**src/sv/gtarb_pkg.sv**
```systemverilog
// shared types and constants for the gpio timer adc register block
package gtarb_pkg;

    // sizing of the port latches and of the adc sample store
    localparam int PORT_WIDTH   = 16;
    localparam int ADC_CHANNELS = 16;
    localparam int ADC_IDX_W    = (ADC_CHANNELS > 1) ? $clog2(ADC_CHANNELS) : 1;

    localparam int DATA_W = 16;
    localparam int ADDR_W = 7;
    localparam int CHAN_W = 4;
    localparam int FREQ_W = 12;
    localparam int PRE_W  = 15;

    // timer control fields
    localparam int TMR_ENABLE_BIT = 15;

    typedef enum logic [1:0] {
        ACT_TICK  = 2'd0,
        ACT_WRITE = 2'd1,
        ACT_READ  = 2'd2,
        ACT_LOAD  = 2'd3
    } act_t;

    // register byte addresses
    localparam logic [ADDR_W-1:0] ADDR_PORT_A   = 7'd0;
    localparam logic [ADDR_W-1:0] ADDR_DIR_A    = 7'd2;
    localparam logic [ADDR_W-1:0] ADDR_PORT_B   = 7'd4;
    localparam logic [ADDR_W-1:0] ADDR_DIR_B    = 7'd6;
    localparam logic [ADDR_W-1:0] ADDR_TMR_CNT  = 7'd8;
    localparam logic [ADDR_W-1:0] ADDR_TMR_STAT = 7'd10;
    localparam logic [ADDR_W-1:0] ADDR_TMR_CTRL = 7'd12;
    localparam logic [ADDR_W-1:0] ADDR_TMR_PER  = 7'd14;
    localparam logic [ADDR_W-1:0] ADDR_FREQ     = 7'd16;
    localparam logic [ADDR_W-1:0] ADDR_ADC_SEL  = 7'd66;
    localparam logic [ADDR_W-1:0] ADDR_ADC_DATA = 7'd68;

endpackage

```
**src/sv/gtarb_if.sv**
```systemverilog
// valid/ready channel interfaces for requests and results
interface gtarb_req_if;
    logic        valid;
    logic        ready;
    logic [1:0]  action;
    logic [6:0]  reg_addr;
    logic [15:0] write_data;
    logic [3:0]  sample_channel;

    modport source (output valid, output action, output reg_addr, output write_data,
                    output sample_channel, input ready);
    modport sink   (input valid, input action, input reg_addr, input write_data,
                    input sample_channel, output ready);
endinterface

interface gtarb_rsp_if;
    logic        valid;
    logic        ready;
    logic [15:0] read_data;
    logic [15:0] port_a_level;
    logic [15:0] port_b_level;
    logic [15:0] dir_a_mask;
    logic [15:0] dir_b_mask;
    logic        timer_overflowed;

    modport source (output valid, output read_data, output port_a_level,
                    output port_b_level, output dir_a_mask, output dir_b_mask,
                    output timer_overflowed, input ready);
    modport sink   (input valid, input read_data, input port_a_level,
                    input port_b_level, input dir_a_mask, input dir_b_mask,
                    input timer_overflowed, output ready);
endinterface

```
**src/sv/gpio_timer_adc_register_block_core.sv**
```systemverilog
// gpio, timer and adc register block: one bus action per transfer
// a request transfer is answered by a registered result in the next cycle
// throughput: one transfer per cycle while rsp.ready holds; all work for
//   an action is a short combinational pass from state to result register
// reset: rst_n clears ports, directions, timer, adc select and sample store,
//   the frequency register and the result valid flag
module gpio_timer_adc_register_block_core (
    input  logic                         clk,
    input  logic                         rst_n,
    gtarb_req_if.sink                    req,
    gtarb_rsp_if.source                  rsp,
    input  logic                         cfg_wr_en,
    input  logic [gtarb_pkg::FREQ_W-1:0] cfg_wr_data
);
    import gtarb_pkg::*;

    // architectural state
    logic [PORT_WIDTH-1:0] port_a_reg, port_a_next;
    logic [PORT_WIDTH-1:0] port_b_reg, port_b_next;
    logic [PORT_WIDTH-1:0] dir_a_reg, dir_a_next;
    logic [PORT_WIDTH-1:0] dir_b_reg, dir_b_next;
    logic [DATA_W-1:0]     tmr_cnt_reg, tmr_cnt_next;
    logic [DATA_W-1:0]     tmr_stat_reg, tmr_stat_next;
    logic [DATA_W-1:0]     tmr_ctrl_reg, tmr_ctrl_next;
    logic [DATA_W-1:0]     tmr_per_reg, tmr_per_next;
    logic [PRE_W-1:0]      pre_cnt_reg, pre_cnt_next;
    logic [CHAN_W-1:0]     adc_sel_reg, adc_sel_next;
    logic [FREQ_W-1:0]     freq_reg;
    logic [DATA_W-1:0]     adc_store_reg [ADC_CHANNELS];

    // result stage
    logic              rsp_valid_reg;
    logic [DATA_W-1:0] rd_data_reg, rd_data_next;

    logic req_fire;
    act_t act;

    // write data sized to the port latch width
    logic [PORT_WIDTH+DATA_W-1:0] wd_wide;
    logic [PORT_WIDTH-1:0]        wd_port;

    // timer tick helpers
    logic [PRE_W-1:0]  pre_inc;
    logic [PRE_W-1:0]  pre_limit;
    logic [DATA_W-1:0] cnt_inc;
    logic              pre_match;

    // adc store access
    logic                 load_ok;
    logic                 sel_ok;
    logic [ADC_IDX_W-1:0] load_idx;
    logic [ADC_IDX_W-1:0] sel_idx;

    // zero-extended views of the port latches for the 16-bit bus
    logic [PORT_WIDTH+DATA_W-1:0] port_a_wide, port_b_wide, dir_a_wide, dir_b_wide;

    // the result register drains whenever the sink takes it, so a new
    // request can land in the same cycle a finished result leaves
    assign req.ready = !rsp_valid_reg || rsp.ready;
    assign req_fire  = req.valid && req.ready;
    assign act       = act_t'(req.action);

    assign wd_wide = {{PORT_WIDTH{1'b0}}, req.write_data};
    assign wd_port = wd_wide[PORT_WIDTH-1:0];

    assign port_a_wide = {{DATA_W{1'b0}}, port_a_reg};
    assign port_b_wide = {{DATA_W{1'b0}}, port_b_reg};
    assign dir_a_wide  = {{DATA_W{1'b0}}, dir_a_reg};
    assign dir_b_wide  = {{DATA_W{1'b0}}, dir_b_reg};

    // prescaler runs every enabled tick; a zero prescale never matches
    assign pre_inc   = pre_cnt_reg + 1'b1;
    assign pre_limit = tmr_ctrl_reg[PRE_W-1:0];
    assign pre_match = (pre_limit != '0) && (pre_inc == pre_limit);
    assign cnt_inc   = tmr_cnt_reg + 1'b1;

    // channels beyond the store are dropped on load and read as zero
    assign load_ok  = ({1'b0, req.sample_channel} < (CHAN_W+1)'(ADC_CHANNELS));
    assign sel_ok   = ({1'b0, adc_sel_reg} < (CHAN_W+1)'(ADC_CHANNELS));
    assign load_idx = req.sample_channel[ADC_IDX_W-1:0];
    assign sel_idx  = adc_sel_reg[ADC_IDX_W-1:0];

    // next state and read data for the action at the request port
    always_comb
    begin
        port_a_next   = port_a_reg;
        port_b_next   = port_b_reg;
        dir_a_next    = dir_a_reg;
        dir_b_next    = dir_b_reg;
        tmr_cnt_next  = tmr_cnt_reg;
        tmr_stat_next = tmr_stat_reg;
        tmr_ctrl_next = tmr_ctrl_reg;
        tmr_per_next  = tmr_per_reg;
        pre_cnt_next  = pre_cnt_reg;
        adc_sel_next  = adc_sel_reg;
        rd_data_next  = '0;

        unique case (act)
            ACT_TICK:
            begin
                if (tmr_ctrl_reg[TMR_ENABLE_BIT])
                begin
                    pre_cnt_next = pre_inc;
                    if (pre_match)
                    begin
                        pre_cnt_next = '0;
                        tmr_cnt_next = cnt_inc;
                        // period reached: wrap and flag overflow
                        if (cnt_inc == tmr_per_reg)
                        begin
                            tmr_cnt_next     = '0;
                            tmr_stat_next[0] = 1'b1;
                        end
                    end
                end
            end
            ACT_WRITE:
            begin
                unique case (req.reg_addr)
                    // only output pins (direction 0) take the new value
                    ADDR_PORT_A:   port_a_next   = (wd_port & ~dir_a_reg) | (port_a_reg & dir_a_reg);
                    ADDR_DIR_A:    dir_a_next    = wd_port;
                    ADDR_PORT_B:   port_b_next   = (wd_port & ~dir_b_reg) | (port_b_reg & dir_b_reg);
                    ADDR_DIR_B:    dir_b_next    = wd_port;
                    ADDR_TMR_CNT:  tmr_cnt_next  = req.write_data;
                    ADDR_TMR_STAT: tmr_stat_next = req.write_data;
                    ADDR_TMR_CTRL: tmr_ctrl_next = req.write_data;
                    ADDR_TMR_PER:  tmr_per_next  = req.write_data;
                    ADDR_ADC_SEL:  adc_sel_next  = req.write_data[CHAN_W-1:0];
                    default:       ;
                endcase
            end
            ACT_READ:
            begin
                unique case (req.reg_addr)
                    ADDR_PORT_A:   rd_data_next = port_a_wide[DATA_W-1:0];
                    ADDR_DIR_A:    rd_data_next = dir_a_wide[DATA_W-1:0];
                    ADDR_PORT_B:   rd_data_next = port_b_wide[DATA_W-1:0];
                    ADDR_DIR_B:    rd_data_next = dir_b_wide[DATA_W-1:0];
                    ADDR_TMR_CNT:  rd_data_next = tmr_cnt_reg;
                    ADDR_TMR_STAT: rd_data_next = tmr_stat_reg;
                    ADDR_TMR_CTRL: rd_data_next = tmr_ctrl_reg;
                    ADDR_TMR_PER:  rd_data_next = tmr_per_reg;
                    ADDR_FREQ:     rd_data_next = {{(DATA_W-FREQ_W){1'b0}}, freq_reg};
                    ADDR_ADC_SEL:  rd_data_next = {{(DATA_W-CHAN_W){1'b0}}, adc_sel_reg};
                    ADDR_ADC_DATA: rd_data_next = sel_ok ? adc_store_reg[sel_idx] : '0;
                    // serial-interface, odd and unmapped addresses read zero
                    default:       rd_data_next = '0;
                endcase
            end
            ACT_LOAD:
            begin
                // sample store is written in its own clocked block
            end
            default:
            begin
            end
        endcase
    end

    // state registers update only on a request transfer
    always_ff @(posedge clk or negedge rst_n)
    begin
        if (!rst_n)
        begin
            port_a_reg   <= '0;
            port_b_reg   <= '0;
            dir_a_reg    <= '0;
            dir_b_reg    <= '0;
            tmr_cnt_reg  <= '0;
            tmr_stat_reg <= '0;
            tmr_ctrl_reg <= '0;
            tmr_per_reg  <= '0;
            pre_cnt_reg  <= '0;
            adc_sel_reg  <= '0;
        end
        else if (req_fire)
        begin
            port_a_reg   <= port_a_next;
            port_b_reg   <= port_b_next;
            dir_a_reg    <= dir_a_next;
            dir_b_reg    <= dir_b_next;
            tmr_cnt_reg  <= tmr_cnt_next;
            tmr_stat_reg <= tmr_stat_next;
            tmr_ctrl_reg <= tmr_ctrl_next;
            tmr_per_reg  <= tmr_per_next;
            pre_cnt_reg  <= pre_cnt_next;
            adc_sel_reg  <= adc_sel_next;
        end
    end

    // adc sample store, cleared by reset, one write port
    always_ff @(posedge clk or negedge rst_n)
    begin
        if (!rst_n)
        begin
            for (int i = 0; i < ADC_CHANNELS; i++)
            begin
                adc_store_reg[i] <= '0;
            end
        end
        else if (req_fire && (act == ACT_LOAD) && load_ok)
        begin
            adc_store_reg[load_idx] <= req.write_data;
        end
    end

    // frequency register from the configuration port
    always_ff @(posedge clk or negedge rst_n)
    begin
        if (!rst_n)
        begin
            freq_reg <= '0;
        end
        else if (cfg_wr_en)
        begin
            freq_reg <= cfg_wr_data;
        end
    end

    // result stage: valid flag and read data
    always_ff @(posedge clk or negedge rst_n)
    begin
        if (!rst_n)
        begin
            rsp_valid_reg <= 1'b0;
        end
        else if (req_fire)
        begin
            rsp_valid_reg <= 1'b1;
        end
        else if (rsp.ready)
        begin
            rsp_valid_reg <= 1'b0;
        end
    end

    always_ff @(posedge clk)
    begin
        if (req_fire)
        begin
            rd_data_reg <= rd_data_next;
        end
    end

    // the state seen after an action holds until the next request transfer,
    // and none can happen while a result waits with rsp.ready low
    assign rsp.valid            = rsp_valid_reg;
    assign rsp.read_data        = rd_data_reg;
    assign rsp.port_a_level     = port_a_wide[DATA_W-1:0];
    assign rsp.port_b_level     = port_b_wide[DATA_W-1:0];
    assign rsp.dir_a_mask       = dir_a_wide[DATA_W-1:0];
    assign rsp.dir_b_mask       = dir_b_wide[DATA_W-1:0];
    assign rsp.timer_overflowed = tmr_stat_reg[0];

    // state only moves on a request transfer
    a_state_holds: assert property (@(posedge clk) disable iff (!rst_n)
        !req_fire |=> $stable(port_a_reg) && $stable(tmr_cnt_reg) && $stable(pre_cnt_reg))
        else $error("state changed without a request transfer");

    // only a read transfer returns non-zero data
    a_read_zero: assert property (@(posedge clk) disable iff (!rst_n)
        req_fire && (act != ACT_READ) |=> rsp.read_data == '0)
        else $error("non-read action returned read data");

    // overflow flag rises only from a tick or a status write
    a_ovf_source: assert property (@(posedge clk) disable iff (!rst_n)
        $rose(tmr_stat_reg[0]) |-> $past(req_fire)
            && ($past(act) == ACT_TICK || $past(act) == ACT_WRITE))
        else $error("timer overflow set without tick or write");

    // a zero prescale never advances the timer count on a tick
    a_zero_prescale: assert property (@(posedge clk) disable iff (!rst_n)
        req_fire && (act == ACT_TICK) && (pre_limit == '0) |=> $stable(tmr_cnt_reg))
        else $error("timer advanced with zero prescale");

endmodule
```
**src/flat_wrapper.sv**
```systemverilog
// flat-port wrapper written by rule: the top's interface ports become plain ports
module gpio_timer_adc_register_block_core_flat import gtarb_pkg::*;
  (clk, rst_n, cfg_wr_en, cfg_wr_data, req_valid, req_action, req_reg_addr, req_write_data, req_sample_channel, req_ready, rsp_valid, rsp_read_data, rsp_port_a_level, rsp_port_b_level, rsp_dir_a_mask, rsp_dir_b_mask, rsp_timer_overflowed, rsp_ready);
  gtarb_req_if req_i ();
  gtarb_rsp_if rsp_i ();
  input  logic clk;
  input  logic rst_n;
  input  logic cfg_wr_en;
  input  logic [gtarb_pkg::FREQ_W-1:0] cfg_wr_data;
  input wire logic [$bits(req_i.valid)-1:0] req_valid;
  input wire logic [$bits(req_i.action)-1:0] req_action;
  input wire logic [$bits(req_i.reg_addr)-1:0] req_reg_addr;
  input wire logic [$bits(req_i.write_data)-1:0] req_write_data;
  input wire logic [$bits(req_i.sample_channel)-1:0] req_sample_channel;
  output wire logic [$bits(req_i.ready)-1:0] req_ready;
  output wire logic [$bits(rsp_i.valid)-1:0] rsp_valid;
  output wire logic [$bits(rsp_i.read_data)-1:0] rsp_read_data;
  output wire logic [$bits(rsp_i.port_a_level)-1:0] rsp_port_a_level;
  output wire logic [$bits(rsp_i.port_b_level)-1:0] rsp_port_b_level;
  output wire logic [$bits(rsp_i.dir_a_mask)-1:0] rsp_dir_a_mask;
  output wire logic [$bits(rsp_i.dir_b_mask)-1:0] rsp_dir_b_mask;
  output wire logic [$bits(rsp_i.timer_overflowed)-1:0] rsp_timer_overflowed;
  input wire logic [$bits(rsp_i.ready)-1:0] rsp_ready;
  assign req_i.valid = req_valid;
  assign req_i.action = req_action;
  assign req_i.reg_addr = req_reg_addr;
  assign req_i.write_data = req_write_data;
  assign req_i.sample_channel = req_sample_channel;
  assign req_ready = req_i.ready;
  assign rsp_valid = rsp_i.valid;
  assign rsp_read_data = rsp_i.read_data;
  assign rsp_port_a_level = rsp_i.port_a_level;
  assign rsp_port_b_level = rsp_i.port_b_level;
  assign rsp_dir_a_mask = rsp_i.dir_a_mask;
  assign rsp_dir_b_mask = rsp_i.dir_b_mask;
  assign rsp_timer_overflowed = rsp_i.timer_overflowed;
  assign rsp_i.ready = rsp_ready;
  gpio_timer_adc_register_block_core u_core (.clk(clk), .rst_n(rst_n), .req(req_i), .rsp(rsp_i), .cfg_wr_en(cfg_wr_en), .cfg_wr_data(cfg_wr_data));
endmodule
```
**config.mk**
```make
export PLATFORM = sky130hd
export DESIGN_NAME = gpio_timer_adc_register_block_core_flat
export DESIGN_NICKNAME = d
export VERILOG_FILES = /design/src/sv/gtarb_pkg.sv /design/src/sv/gtarb_if.sv /design/src/sv/gpio_timer_adc_register_block_core.sv /design/src/flat_wrapper.sv
export SDC_FILE = /design/constraint.sdc
export NUM_CORES = 1
export LEC_CHECK = 0
export ABC_AREA = 1
export BUFFER_PORTS_ARGS = -buffer_cell sky130_fd_sc_hd__buf_2
export CAP_MARGIN = 10
export CORE_ASPECT_RATIO = 0.6
export CORE_UTILIZATION = 34
export CTS_CLUSTER_DIAMETER = 120
export DETAILED_ROUTE_END_ITERATION = 8
export GPL_TIMING_DRIVEN = 0
export PLACE_DENSITY_LB_ADDON = 0.25
export SLEW_MARGIN = 20
export SYNTH_ARGS = -nofsm -noshare
export SYNTH_HDL_FRONTEND = slang
export SYNTH_SLANG_ARGS = --single-unit
```
**constraint.sdc**
```tcl
create_clock -name clk -period 2.3 [get_ports clk]
set_input_delay 0.345 -clock clk [delete_from_list [all_inputs] [get_ports clk]]
set_output_delay 0.345 -clock clk [all_outputs]
set_load 0.1 [all_outputs]
```
* After elaboration in Yosys (flattened, before gate mapping)
Index checks and enable logic that the tools add are counted.
** Operators by class
- Add/sub/neg operators :: 2
- $lt $le $gt $ge :: 3
- Equal/unequal tests :: 20
- Multiplexer cells :: 20
- Bitwise operators :: 10
- Reductions and logical operators :: 22
** Operators by type and width (count)
- $bwmux W256 :: 1
- $pmux W16 S11 :: 1
- $mux W16 :: 7
- $and A16 B16 Y16 :: 4
- $bmux W16 S4 :: 1
- $demux W16 S4 :: 1
- $not A16 Y16 :: 2
- $or A16 B16 Y16 :: 2
- $pmux W16 S2 :: 1
- $eq A7 B4 Y1 const B :: 4
- $reduce_and A3 Y1 :: 9
- $add A16 B1 Y16 const B :: 1
- $eq A16 B16 Y1 :: 1
- $add A15 B1 Y15 const B :: 1
- $eq A15 B15 Y1 :: 1
- $mux W15 :: 1
- $reduce_bool A15 Y1 :: 1
- $eq A7 B3 Y1 const B :: 2
- $eq A7 B7 Y1 const B :: 2
- $ge A5 B5 Y1 const B :: 2
- $ne A2 B1 Y1 const B :: 5
- $not A4 Y5 :: 2
- $eq A7 B2 Y1 const B :: 1
- $eq A7 B5 Y1 const B :: 1
- 13 further kinds :: 23
** Storage, ports and cells
- Flip-flop bits (word level) :: 432
- Logic and storage cells :: 107

* Depth between registers and ports, before layout
Gate-level depths: netlist of the first run.
- Word-level depth :: 6
- Depth in mapped cells :: 18

* Worst setup path before layout of the first run
No wires, ideal clock.
- Path kind :: register -> register
- Start :: reg u_core.rsp_valid_reg (netlist: u_core.rsp.valid)
- End :: reg u_core.pre_cnt_reg[10]
- Arrival :: 3180 ps
- Data required time :: 2169 ps
- Slack :: -1011 ps
- Stages on the path, launching flop included :: 9
- Path buffers :: 1
- Clock period less this slack :: 3311 ps
- Cell sequence :: dfrtp_1 > nand2_1 > nand2_1 > inv_1 > nand3_1 > clkinv_1 > clkbuf_1 > nand4_1 > o21ai_0
** On the way
- Cells in the longest elaborated chain, start to end :: 4
** Ends and longest elaborated chain
- start, declared :: line gpio_timer_adc_register_block_core.sv:32 : logic rsp_valid_reg;
- start signal, assigned :: line gpio_timer_adc_register_block_core.sv:226 : rsp_valid_reg <= 1'b0;
- start signal, assigned :: line gpio_timer_adc_register_block_core.sv:230 : rsp_valid_reg <= 1'b1;
- start signal, assigned :: line gpio_timer_adc_register_block_core.sv:234 : rsp_valid_reg <= 1'b0;
- $logic_not A1 Y1 :: line gpio_timer_adc_register_block_core.sv:59 : assign req.ready = !rsp_valid_reg || rsp.ready;
- $logic_or A1 B1 Y1 :: line gpio_timer_adc_register_block_core.sv:59
- net req_ready :: line flat_wrapper.sv:15 : output wire logic [$bits(req_i.ready)-1:0] req_ready;
- $logic_and A1 B1 Y1 :: line gpio_timer_adc_register_block_core.sv:60 : assign req_fire = req.valid && req.ready;
- net u_core.req_fire :: line gpio_timer_adc_register_block_core.sv:35 : logic req_fire;
- $reduce_and A3 Y1 (no source line)
- end signal, assigned :: line gpio_timer_adc_register_block_core.sv:187 : pre_cnt_reg <= pre_cnt_next;
- end, declared :: line gpio_timer_adc_register_block_core.sv:26 : logic [PRE_W-1:0] pre_cnt_reg, pre_cnt_next;
The timed path passes the listed nets, and every way through them passes these cells.
A chain may end at the register's enable or synchronous reset.

* Final worst setup path of the first run
- Start :: reg u_core.adc_sel_reg[0]
- End :: reg u_core.rd_data_reg[7] (netlist: u_core.rsp.read_data[7]) (data pin)
** On the way
- Cells in the longest elaborated chain, start to end :: 5
** Ends and longest elaborated chain
- start, declared :: line gpio_timer_adc_register_block_core.sv:27 : logic [CHAN_W-1:0] adc_sel_reg, adc_sel_next;
- start signal, assigned :: line gpio_timer_adc_register_block_core.sv:188 : adc_sel_reg <= adc_sel_next;
- $not A4 Y5 (not written as such) :: line gpio_timer_adc_register_block_core.sv:146 : ADDR_ADC_DATA: rd_data_next = sel_ok ? adc_store_reg[sel_idx] : '0;
- $bmux W16 S4 :: line gpio_timer_adc_register_block_core.sv:146
- $mux W16 (not written as such) (2 in a row) :: line gpio_timer_adc_register_block_core.sv:146
- $pmux W16 S11 :: line gpio_timer_adc_register_block_core.sv:135 : unique case (req.reg_addr)
- end signal, assigned :: line gpio_timer_adc_register_block_core.sv:242 : rd_data_reg <= rd_data_next;
- end, declared :: line gpio_timer_adc_register_block_core.sv:33 : logic [DATA_W-1:0] rd_data_reg, rd_data_next;
No other way between the ends. The select of a mux whose other input is x is not followed.

==> flow_metrics.tcl, run 1 <==
set metrics [dict create \
    cts_max_level 2 \
    cts-buffers-inserted 43 \
    routed_via_density 5.73 \
    slew_viol_final 0 \
    wl_per_cell_um 27.0 \
    worst_pin_slew_ns 1.14 \
    antennaDiodeCount 0 \
    ys_dominant_reg_cell "dfrtp_1" \
    clockRootBuffer "clkbuf_16" \
    async_flop_share 0.963 \
    io_pins 129 \
    synth_area_leaders "dfrtp_1 50%, nand2_1 12%, o21ai_0 12%" \
    initial_core_util 0.345 \
    failed_checks "setup timing" \
    postSynthAreaPerCell_um2 8.22 \
    drt_iter0_markers 2949 \
    multi_input_area_mm2 0.00915 \
    cts_tree "yes" \
    peakVddDrop_mv 0.468 \
    numPortBuffers 128 \
    drc 0 \
    rsz0062_at_grt "yes" \
    drtPass1Iterations 5 \
    met1_usage 0.503 \
    synth_edf_count 16 \
    end_kind "flip-flop" \
    area_delta_synth_final_pct 23.0 \
    drtAntennaViolNets 0 \
    ys_seq_area_frac 0.518 \
    dieArea_mm2 0.0628 \
    grt_overflow 0 \
    top_usage_layer "met1" \
    maxSlewHeadroom 0.242 \
    clk-insertion-delay-late_ns 0.60 \
    fp.dieH_um 195 \
    post-dp-hpwl_um 73400 \
    vias 21000 \
    power_density_mw_per_mm2 777 \
    path_max_fanout 10 \
    synth_seq_cells 432 \
    cts_buffer_depth 3 \
    largest_reg_flops 256 \
    min_period_ns 2.46 \
    synth.top_cell.area_share 0.496 \
    start_kind "flip-flop" \
    cp.required_ns 2.58 \
    outcome "finished, violations left" \
    cap_viol_max_count 0 \
    hold_viol 0 \
    synth_cell_types 48 \
    fp-row-count 70 \
    fin_nets 2854 \
    fmax_mhz 406 \
    seq_area_mm2 0.0109 \
    antenna_found_initial 4 \
    grt_pass1_vias 19600 \
    layout_common_cells "642 x nand2_1, 465 x o21ai_0, 395 x dfrtp_1, 219 x inv_1, 139 x buf_2" \
    critical_path_arrival_ns 2.74 \
    hold_ws_ns 0.0259 \
    fin_ws_ns -0.161 \
    die_x_um 323 \
    clkSinkCount 432 \
    synth_warnings 0 \
    use_met3 0.128 \
    grt_use_total 0.313 \
    critical_path_class "reg -> reg" \
    num-fill-cells 6176 \
    p_total_mw 20.1 \
    syn-cell-area_mm2 0.0210 \
    grt_pass1_wl_um 141000 \
    met2_usage 0.379 \
    post-route-period-util 1.07 \
    p_leak_nw 11.6 \
    syn-num-nets 2605 \
    clkTransAtPathRegs_ns 0.07 \
    final_common_cell "nand2_1" \
    hold_path.class "in -> reg" \
    setup_viol 16 \
    gp_congestion 1.05 \
    skew_ns 0.0204 \
    totalWireLength_um 98900 \
    yosysTopAreaCell "dfrtp_1" \
    layout-drive-gt1-share 0.175 \
    utilization 0.424 \
    core_mm2 0.0610 \
    synth_cells 2557 \
    grt_max_degree 97 \
]
[power by group]
group          leakage, nW  internal, mW  switching, mW  total, mW
combinational         5.23          1.12           2.41       3.53
clock                0.715          4.16           3.33       7.50
sequential            5.65          8.35          0.684       9.04
total                 11.6          13.6           6.43       20.1
[per-stage QoR]
| step | setup slack (ns) | instance area (µm²) | std cells | setup TNS (ns) |
|---|---|---|---|---|
| after global placement | -8.92 | 22700 | 3513 | -3185.46 |
| after floorplan | 0.0409 | 21000 | 2557 | 0 |
| final | -0.161 | 25800 | 3664 | -0.738 |
| after detailed placement | -0.894 | 22800 | 3517 | -77.29 |
| after global routing | -0.181 | 25800 | 3664 | -2.54 |
| after CTS | -0.0756 | 25100 | 3636 | -0.390 |
[synthesized netlist by cell type (3+ instances only)]
cell type and number:
o2111ai_1 4, dfrtp_1 416, nor2_2 20, a221oi_1 22, nor2_4 3, nand2_2 7, nand4_1 27, a41oi_1 7
clkinv_1 4, nand3b_1 5, mux2i_1 76, nor2_1 113, a31oi_1 3, nand2_1 669, inv_1 222, edfxtp_1 16
clkbuf_1 137, xor2_1 4, buf_1 9, o21ai_1 8, a21oi_1 77, nand3_1 79, o21ai_0 486, nor3_1 25
nand2_4 3, buf_2 13, inv_2 8, o211ai_1 68
[worst max-delay path, cell delays in order, from the launching register on]
cell	delay, ns
dfrtp_2	0.45
buf_4	0.15
clkbuf_2	0.30
o21ai_0	0.56
o211ai_1	0.21
o211ai_1	0.14
nand2_1	0.11
nand2_2	0.11
a41oi_1	0.12
[timing repair]
action	CTS	global route
endpoints found under the setup margin	273	252
cloned	3	1
endpoints found under the hold margin	102	0
pin swaps	33	39
setup buffers	24	28
resized for setup	170	176
hold buffers	18	0
[metal layers]
| metal | up-vias | share of wire |
|---|---|---|
| met1 | 10500 | 0.47 |
| met2 | 1285 | 0.36 |
| met5 | - | 0.00015 |
| li1 | 9010 | - |
| met3 | 151 | 0.15 |
| met4 | 4 | 0.017 |
[final cells by class]
| type | count | share of cell area |
|---|---|---|
| buffer | 159 | 0.0349 |
| tap | 828 | 0.0401 |
| clock buffer | 61 | 0.0502 |
| clock inverter | 14 | 0.00576 |
| multi-input combinational | 1729 | 0.354 |
| inverter | 235 | 0.0352 |
| sequential | 432 | 0.423 |
| timing repair buffer | 206 | 0.0569 |
[cells by family (layout without fill, tap and decap cells)]
family	after synthesis	after routing	synth area share
AO/OA/AOI/OAI	686	686	0.179
XOR/XNOR	6	6	0.00316
adder cells (fa/ha/maj)	2	2	0.00119
buffers and inverters	396	675	0.0729
flip-flops	432	432	0.518
multiplexers	77	77	0.0367
AND/OR/NAND/NOR	958	958	0.189
[worst paths after layout]
| kind | startpoint | end | slack [ns] | cells past startpoint |
|---|---|---|---|---|
| worst max register to register | u_core.adc_sel_reg[0] | u_core.rsp.read_data[7] | -0.16 | 8 |
| worst min register to register | u_core.adc_store_reg[215] | u_core.adc_store_reg[215] | 0.48 | 2 |
| worst max-delay path | u_core.adc_sel_reg[0] | u_core.rsp.read_data[7] | -0.16 | 8 |
| max in group asynchronous | rst_n | u_core.adc_store_reg[39] | 0.51 | 4 |
| min in group asynchronous | rst_n | u_core.adc_store_reg[232] | 0.40 | 2 |
| worst min-delay path | req_write_data[3] | flip-flop | 0.03 | 3 |
No activity file was read; power rests on OpenSTA's default activity.
==> run 2: changes to the inputs <==
--- a/config.mk
+++ b/config.mk
@@ -13,7 +13,6 @@
 export CTS_CLUSTER_DIAMETER = 120
 export DETAILED_ROUTE_END_ITERATION = 8
 export GPL_TIMING_DRIVEN = 0
-export PLACE_DENSITY_LB_ADDON = 0.25
 export SLEW_MARGIN = 20
 export SYNTH_ARGS = -nofsm -noshare
 export SYNTH_HDL_FRONTEND = slang
==> run 2 against run 1 <==
The run still ends with setup timing left. Final area increased by 0.25%. Register-to-register slack improved by 0.09 ns. Die area unchanged. Hold slack got worse by 0.011 ns. Global-route usage decreased by 1.7 points. Via count decreased by 0.78%. Sequential cell count unchanged.
==> flow_metrics.tcl, run 2 (synthesized netlist as in run 1, its figures left out) <==
set metrics [dict create \
    outcome "finished, violations left" \
    failed_checks "setup timing" \
    start_kind "flip-flop" \
    cp.required_ns 2.76 \
    final_common_cell "nand2_1" \
    p_seq_frac 0.450 \
    grt_pass1_wl_um 134000 \
    core_mm2 0.0610 \
    layout_common_cells "654 x nand2_1, 449 x o21ai_0, 399 x dfrtp_1, 219 x inv_1, 132 x buf_2" \
    clockRootBuffer "clkbuf_16" \
    setup_viol 17 \
    swShare 0.318 \
    largest_reg_flops 256 \
    critical_path_arrival_ns 2.83 \
    hold_path.class "in -> reg" \
    drtAntennaViolNets 0 \
    path_max_fanout 7 \
    fp.dieH_um 195 \
    drt_iter0_markers 3190 \
    wl_per_cell_um 25.9 \
    clkTransAtPathRegs_ns 0.07 \
    final.setup.tns_ns -0.576 \
    numPortBuffers 128 \
    grt_use_total 0.296 \
    rsz0062_at_grt "yes" \
    critical_path_class "reg -> reg" \
    skew_ns 0.0365 \
    slew_viol_final 0 \
    dieArea_mm2 0.0628 \
    grt_max_degree 79 \
    worst_pin_slew_ns 1.21 \
    end_kind "flip-flop" \
    timing.rr.start "u_core.pre_cnt_reg[1]" \
    grt_pass1_vias 18600 \
    peakVddDrop_mv 0.551 \
    min_period_ns 2.37 \
    gp_congestion 1.07 \
    totalWireLength_um 95000 \
    area_delta_synth_final_pct 23.3 \
    place_ws_ns -0.945 \
    die_x_um 323 \
    antenna_found_initial 3 \
    clkSinkCount 432 \
    cts_tree "yes" \
    p_leak_nw 11.6 \
    drc 0 \
    cts_max_level 2 \
    cap_viol_max_count 0 \
    io_pins 129 \
    cts_buffer_depth 3 \
    post-route-period-util 1.03 \
    grt_overflow 0 \
    fin_ws_ns -0.0699 \
    routed_via_density 5.68 \
    crit_start "u_core.pre_cnt_reg[1]" \
    clk-insertion-delay-late_ns 0.60 \
    fin_nets 2859 \
    hold_ws_ns 0.0148 \
    p_int_mw 13.6 \
    post-dp-hpwl_um 69900 \
    maxSlewHeadroom 0.190 \
    initial_core_util 0.345 \
    layout-drive-gt1-share 0.177 \
    hp-start "cfg_wr_en" \
    switching_power_mw 6.32 \
    clkPwrFrac 0.371 \
    drtPass1Iterations 7 \
    fmax_mhz 422 \
    cts-buffers-inserted 41 \
    power_density_mw_per_mm2 768 \
    power_frac_comb 0.178 \
    fp-row-count 70 \
    vias 20800 \
    hold_viol 0 \
]
-- run 2: cell count changes in the layout (fill, tap and decap cells not counted), moves of 5 or more --
cell	previous run	this run
buf_2	139	132
clkbuf_1	89	94
mux2i_1	65	60
nand2_1	642	654
nand2_4	13	4
nand3_2	9	14
nor2_1	95	89
nor2_2	24	33
o21ai_0	465	449
o21ai_1	20	29
o21ai_2	8	14
-- run 2: stage by stage --
stage,power (mW),std cells,instance area [µm²],util
floorplan,10.7,2557,21000,-
global placement,11.9,3513,22700,0.373
detailed placement,12.0,3518,22900,0.375
CTS,19.5,3643,25100,0.412
global route,20.5,3670,25900,0.425
finish,19.9,3671,25900,0.425
-- run 2: cell type report --
| type | count | area, µm² |
|---|---|---|
| inverters | 235 | 901 |
| repair buffers | 213 | 1570 |
| diodes | 1 | 2.50 |
| flip-flops and latches | 432 | 10900 |
| fillers | 6171 | 35100 |
| well taps | 828 | 1040 |
| clock buffers | 56 | 1220 |
| multi-input cells | 1729 | 9140 |
| plain buffers | 159 | 908 |
| clock inverters | 18 | 196 |
-- run 2: critical path, cell delays in order, from the launching register on --
cell	delay, ns
dfrtp_1	0.39
ha_4	0.17
nand2_4	0.07
nor2_4	0.20
nand2_1	0.09
nand2_2	0.10
nand2_2	0.09
nand2_1	0.07
nand2_1	0.07
nor2_2	0.10
nand3_2	0.09
nor2_4	0.13
nand2_4	0.10
nand2_4	0.10
nand2_8	0.10
buf_8	0.18
nor2_2	0.16
nor2_1	0.06
-- run 2: worst paths after layout --
path	to	slack (ns)	depth (start not counted)
worst max-delay path	u_core.tmr_cnt_reg[11]	-0.07	17
worst min-delay path	u_core.freq_reg[0]	0.01	2
worst max register to register	u_core.tmr_cnt_reg[11]	-0.07	17
worst min register to register	u_core.adc_store_reg[118]	0.48	2
max in group asynchronous	asynchronous set/reset pin	0.32	6
min in group asynchronous	u_core.pre_cnt_reg[10]	0.26	2
-- run 2: repair_timing --
item | in CTS | in global routing
setup buffers | 35 | 25
hold endpoints to repair | 51 | 0
pin swaps | 19 | 38
setup endpoints to repair | 181 | 304
hold buffers | 17 | 0
resized for setup | 150 | 185
cloned | 1 | 4
-- run 2: power groups by stage --
stage	combinational (mW)	sequential [mW]	clock, mW
detailed placement	2.90	9.08	0
finish	3.55	8.96	7.38
floorplan	1.54	9.16	0
global route	3.79	9.01	7.71
global placement	2.84	9.08	0
CTS	3.18	8.92	7.40
-- run 2: metal layers --
layer | global-route usage | wire length, µm | up-vias
li1 | - | - | 9021
met4 | 0.0421 | 1540 | 2
met3 | 0.151 | 17300 | 141
met2 | 0.344 | 33200 | 1460
met5 | 0.0161 | 108 | -
met1 | 0.470 | 42800 | 10200
==> run 3: changes to the inputs <==
--- a/config.mk
+++ b/config.mk
@@ -13,6 +13,7 @@
 export CTS_CLUSTER_DIAMETER = 120
 export DETAILED_ROUTE_END_ITERATION = 8
 export GPL_TIMING_DRIVEN = 0
+export SETUP_SLACK_MARGIN = 0.4
 export SLEW_MARGIN = 20
 export SYNTH_ARGS = -nofsm -noshare
 export SYNTH_HDL_FRONTEND = slang
==> run 3 against run 2 <==
Via count up 2.2%. Register-to-register slack worse by 0.04 ns. Count of clock-buffer cells in the layout unchanged. Global-route usage grew 2.6 points. Utilization increased by 5.7 points. Fmax down 1.8%. Setup slack worse by 0.043 ns. Final area is 13% higher. Clock skew is 0.016 ns lower. Sequential share of layout area down 5.0 points. Sequential cell count did not move. The run ends with hold timing, setup timing left.
==> flow_metrics.tcl, run 3 (synthesized netlist as in run 1, its figures left out) <==
set metrics [dict create \
    outcome "finished, violations left" \
    failed_checks "hold timing, setup timing" \
    setup_viol 27 \
    antenna_found_initial 7 \
    fmax_mhz 414 \
    critical_path_arrival_ns 2.88 \
    largest_reg_flops 256 \
    skew_ns 0.0204 \
    wl_per_cell_um 27.8 \
    fp-row-count 70 \
    totalWireLength_um 104000 \
    worst_pin_slew_ns 1.28 \
    die_x_um 323 \
    fp.dieH_um 195 \
    gp_congestion 0.988 \
    cap_viol_max_count 0 \
    fin_nets 2929 \
    hold_viol 86 \
    placedCellCount 3517 \
    maxSlewHeadroom 0.149 \
    grt_overflow 0 \
    clkTransAtPathRegs_ns 0.07 \
    power_density_mw_per_mm2 707 \
    numPortBuffers 128 \
    path_cells "ha_4, nand2_4, nor2_4, nand2_1, nand2_2, nand2_4, nand2_4, nand2_4, nor2_4, nand3_4, nor2_4, nand2_4, nand2_4, nand2_8, buf_8, nor2_2, nor2_1" \
    grt_max_degree 103 \
    p_total_mw 20.8 \
    cp.required_ns 2.77 \
    cts_max_level 2 \
    drc 0 \
    layout_common_cells "468 x nand2_1, 396 x dfrtp_1, 236 x o21ai_0, 217 x inv_1, 159 x o21ai_1" \
    routed_via_density 5.69 \
    critPathTopFamily "simple AND/OR/NAND/NOR gates" \
    post-route-period-util 1.05 \
    grt_use_total 0.322 \
    cts_buffer_depth 3 \
    drt_iter0_markers 2786 \
    dieArea_mm2 0.0628 \
    critical_path_class "reg -> reg" \
    hold_ws_ns -0.226 \
    path_max_fanout 6 \
    critPathMaxStageDelay_ns 0.39 \
    io_pins 129 \
    cts-buffers-inserted 42 \
    area_delta_synth_final_pct 39.8 \
    slowest_stage "dfrtp_1" \
    place_ws_ns -0.874 \
    min_period_ns 2.41 \
    grt_pass1_vias 19700 \
    cpMostUsedCell "nand2_4" \
    vias 21300 \
    fin_ws_ns -0.113 \
    layout-drive-gt1-share 0.327 \
    drtAntennaViolNets 0 \
    final_common_cell "nand2_1" \
    p_leak_nw 12.9 \
    clockRootBuffer "clkbuf_16" \
    drtPass1Iterations 6 \
    grt_pass1_wl_um 143000 \
    final_cells 3740 \
    hold_path.class "in -> async" \
    core_mm2 0.0610 \
    cts_tree "yes" \
    worst-path-buf-inv 1 \
    clkSinkCount 432 \
    end_kind "flip-flop" \
    slew_viol_final 0 \
    start_kind "flip-flop" \
    post-dp-hpwl_um 73300 \
    ctsHoldBuffers 13 \
    initial_core_util 0.345 \
    rsz0062_at_grt "yes" \
    final.setup.tns_ns -1.64 \
    clk-insertion-delay-late_ns 0.60 \
    peakVddDrop_mv 0.476 \
]
-- run 3: cell types whose count changed in the layout (fill, tap and decap cells not counted), moves of 15 or more --
| cell | previous run | this run |
|---|---|---|
| o21ai_0 | 449 | 236 |
| nand2_1 | 654 | 468 |
| o21ai_1 | 29 | 159 |
| nand2_2 | 19 | 133 |
| o21ai_2 | 14 | 99 |
| nand2_4 | 4 | 69 |
| buf_6 | 12 | 63 |
| clkbuf_1 | 94 | 52 |
| buf_8 | 5 | 42 |
| nor2_4 | 14 | 35 |
| nor2_1 | 89 | 73 |
| mux2i_4 | 5 | 20 |
-- run 3: area by class of cell --
class	instances	area, µm²
Multi-Input combinational cell	1729	10900
Timing Repair Buffer	280	2590
Clock buffer	56	1170
Clock inverter	18	262
Buffer	161	1560
Fill cell	5837	31600
Antenna cell	1	2.50
Inverter	235	930
Tap cell	828	1040
Sequential cell	432	10900
-- run 3: per-layer routing --
| layer | share of wire | global-route usage |
|---|---|---|
| met5 | 0.0019 | 0.0199 |
| met4 | 0.015 | 0.0551 |
| met3 | 0.16 | 0.160 |
| met2 | 0.38 | 0.398 |
| met1 | 0.45 | 0.492 |
-- run 3: power breakdown --
group / internal (mW) / switching, mW / total, mW
sequential: 8.35 / 0.822 / 9.17
clock: 4.28 / 3.29 / 7.58
combinational: 1.44 / 2.58 / 4.02
total: 14.1 / 6.70 / 20.8
-- run 3: metrics by stage --
stage               area (µm²)   util
finish                   29400  0.482
global route             29400  0.482
CTS                      27400  0.450
detailed placement       23200  0.380
global placement         23000  0.378
floorplan                21400      -
-- run 3: what timing repair did --
item                                    4_1_cts  5_1_grt
gates resized for setup                     617      500
pin swaps                                    87      101
endpoints found under the hold margin        98       86
buffers inserted                             74       29
endpoints found under the setup margin      438      412
gates cloned                                 21       11
-- run 3: final timing paths --
| kind | startpoint | end | slack (ns) | cells past startpoint |
|---|---|---|---|---|
| hold reg to reg | u_core.adc_store_reg[110] | u_core.adc_store_reg[110] | 0.49 | 2 |
| max in group asynchronous | rst_n | u_core.rsp.dir_a_mask[4] | 0.73 | 4 |
| min in group clk | req_write_data[8] | flip-flop | 0.01 | 3 |
| hold / removal | rst_n | u_core.adc_store_reg[242] | -0.23 | 1 |
| setup / recovery | u_core.pre_cnt_reg[1] | u_core.tmr_cnt_reg[13] | -0.11 | 17 |
| setup reg to reg | u_core.pre_cnt_reg[1] | u_core.tmr_cnt_reg[13] | -0.11 | 17 |
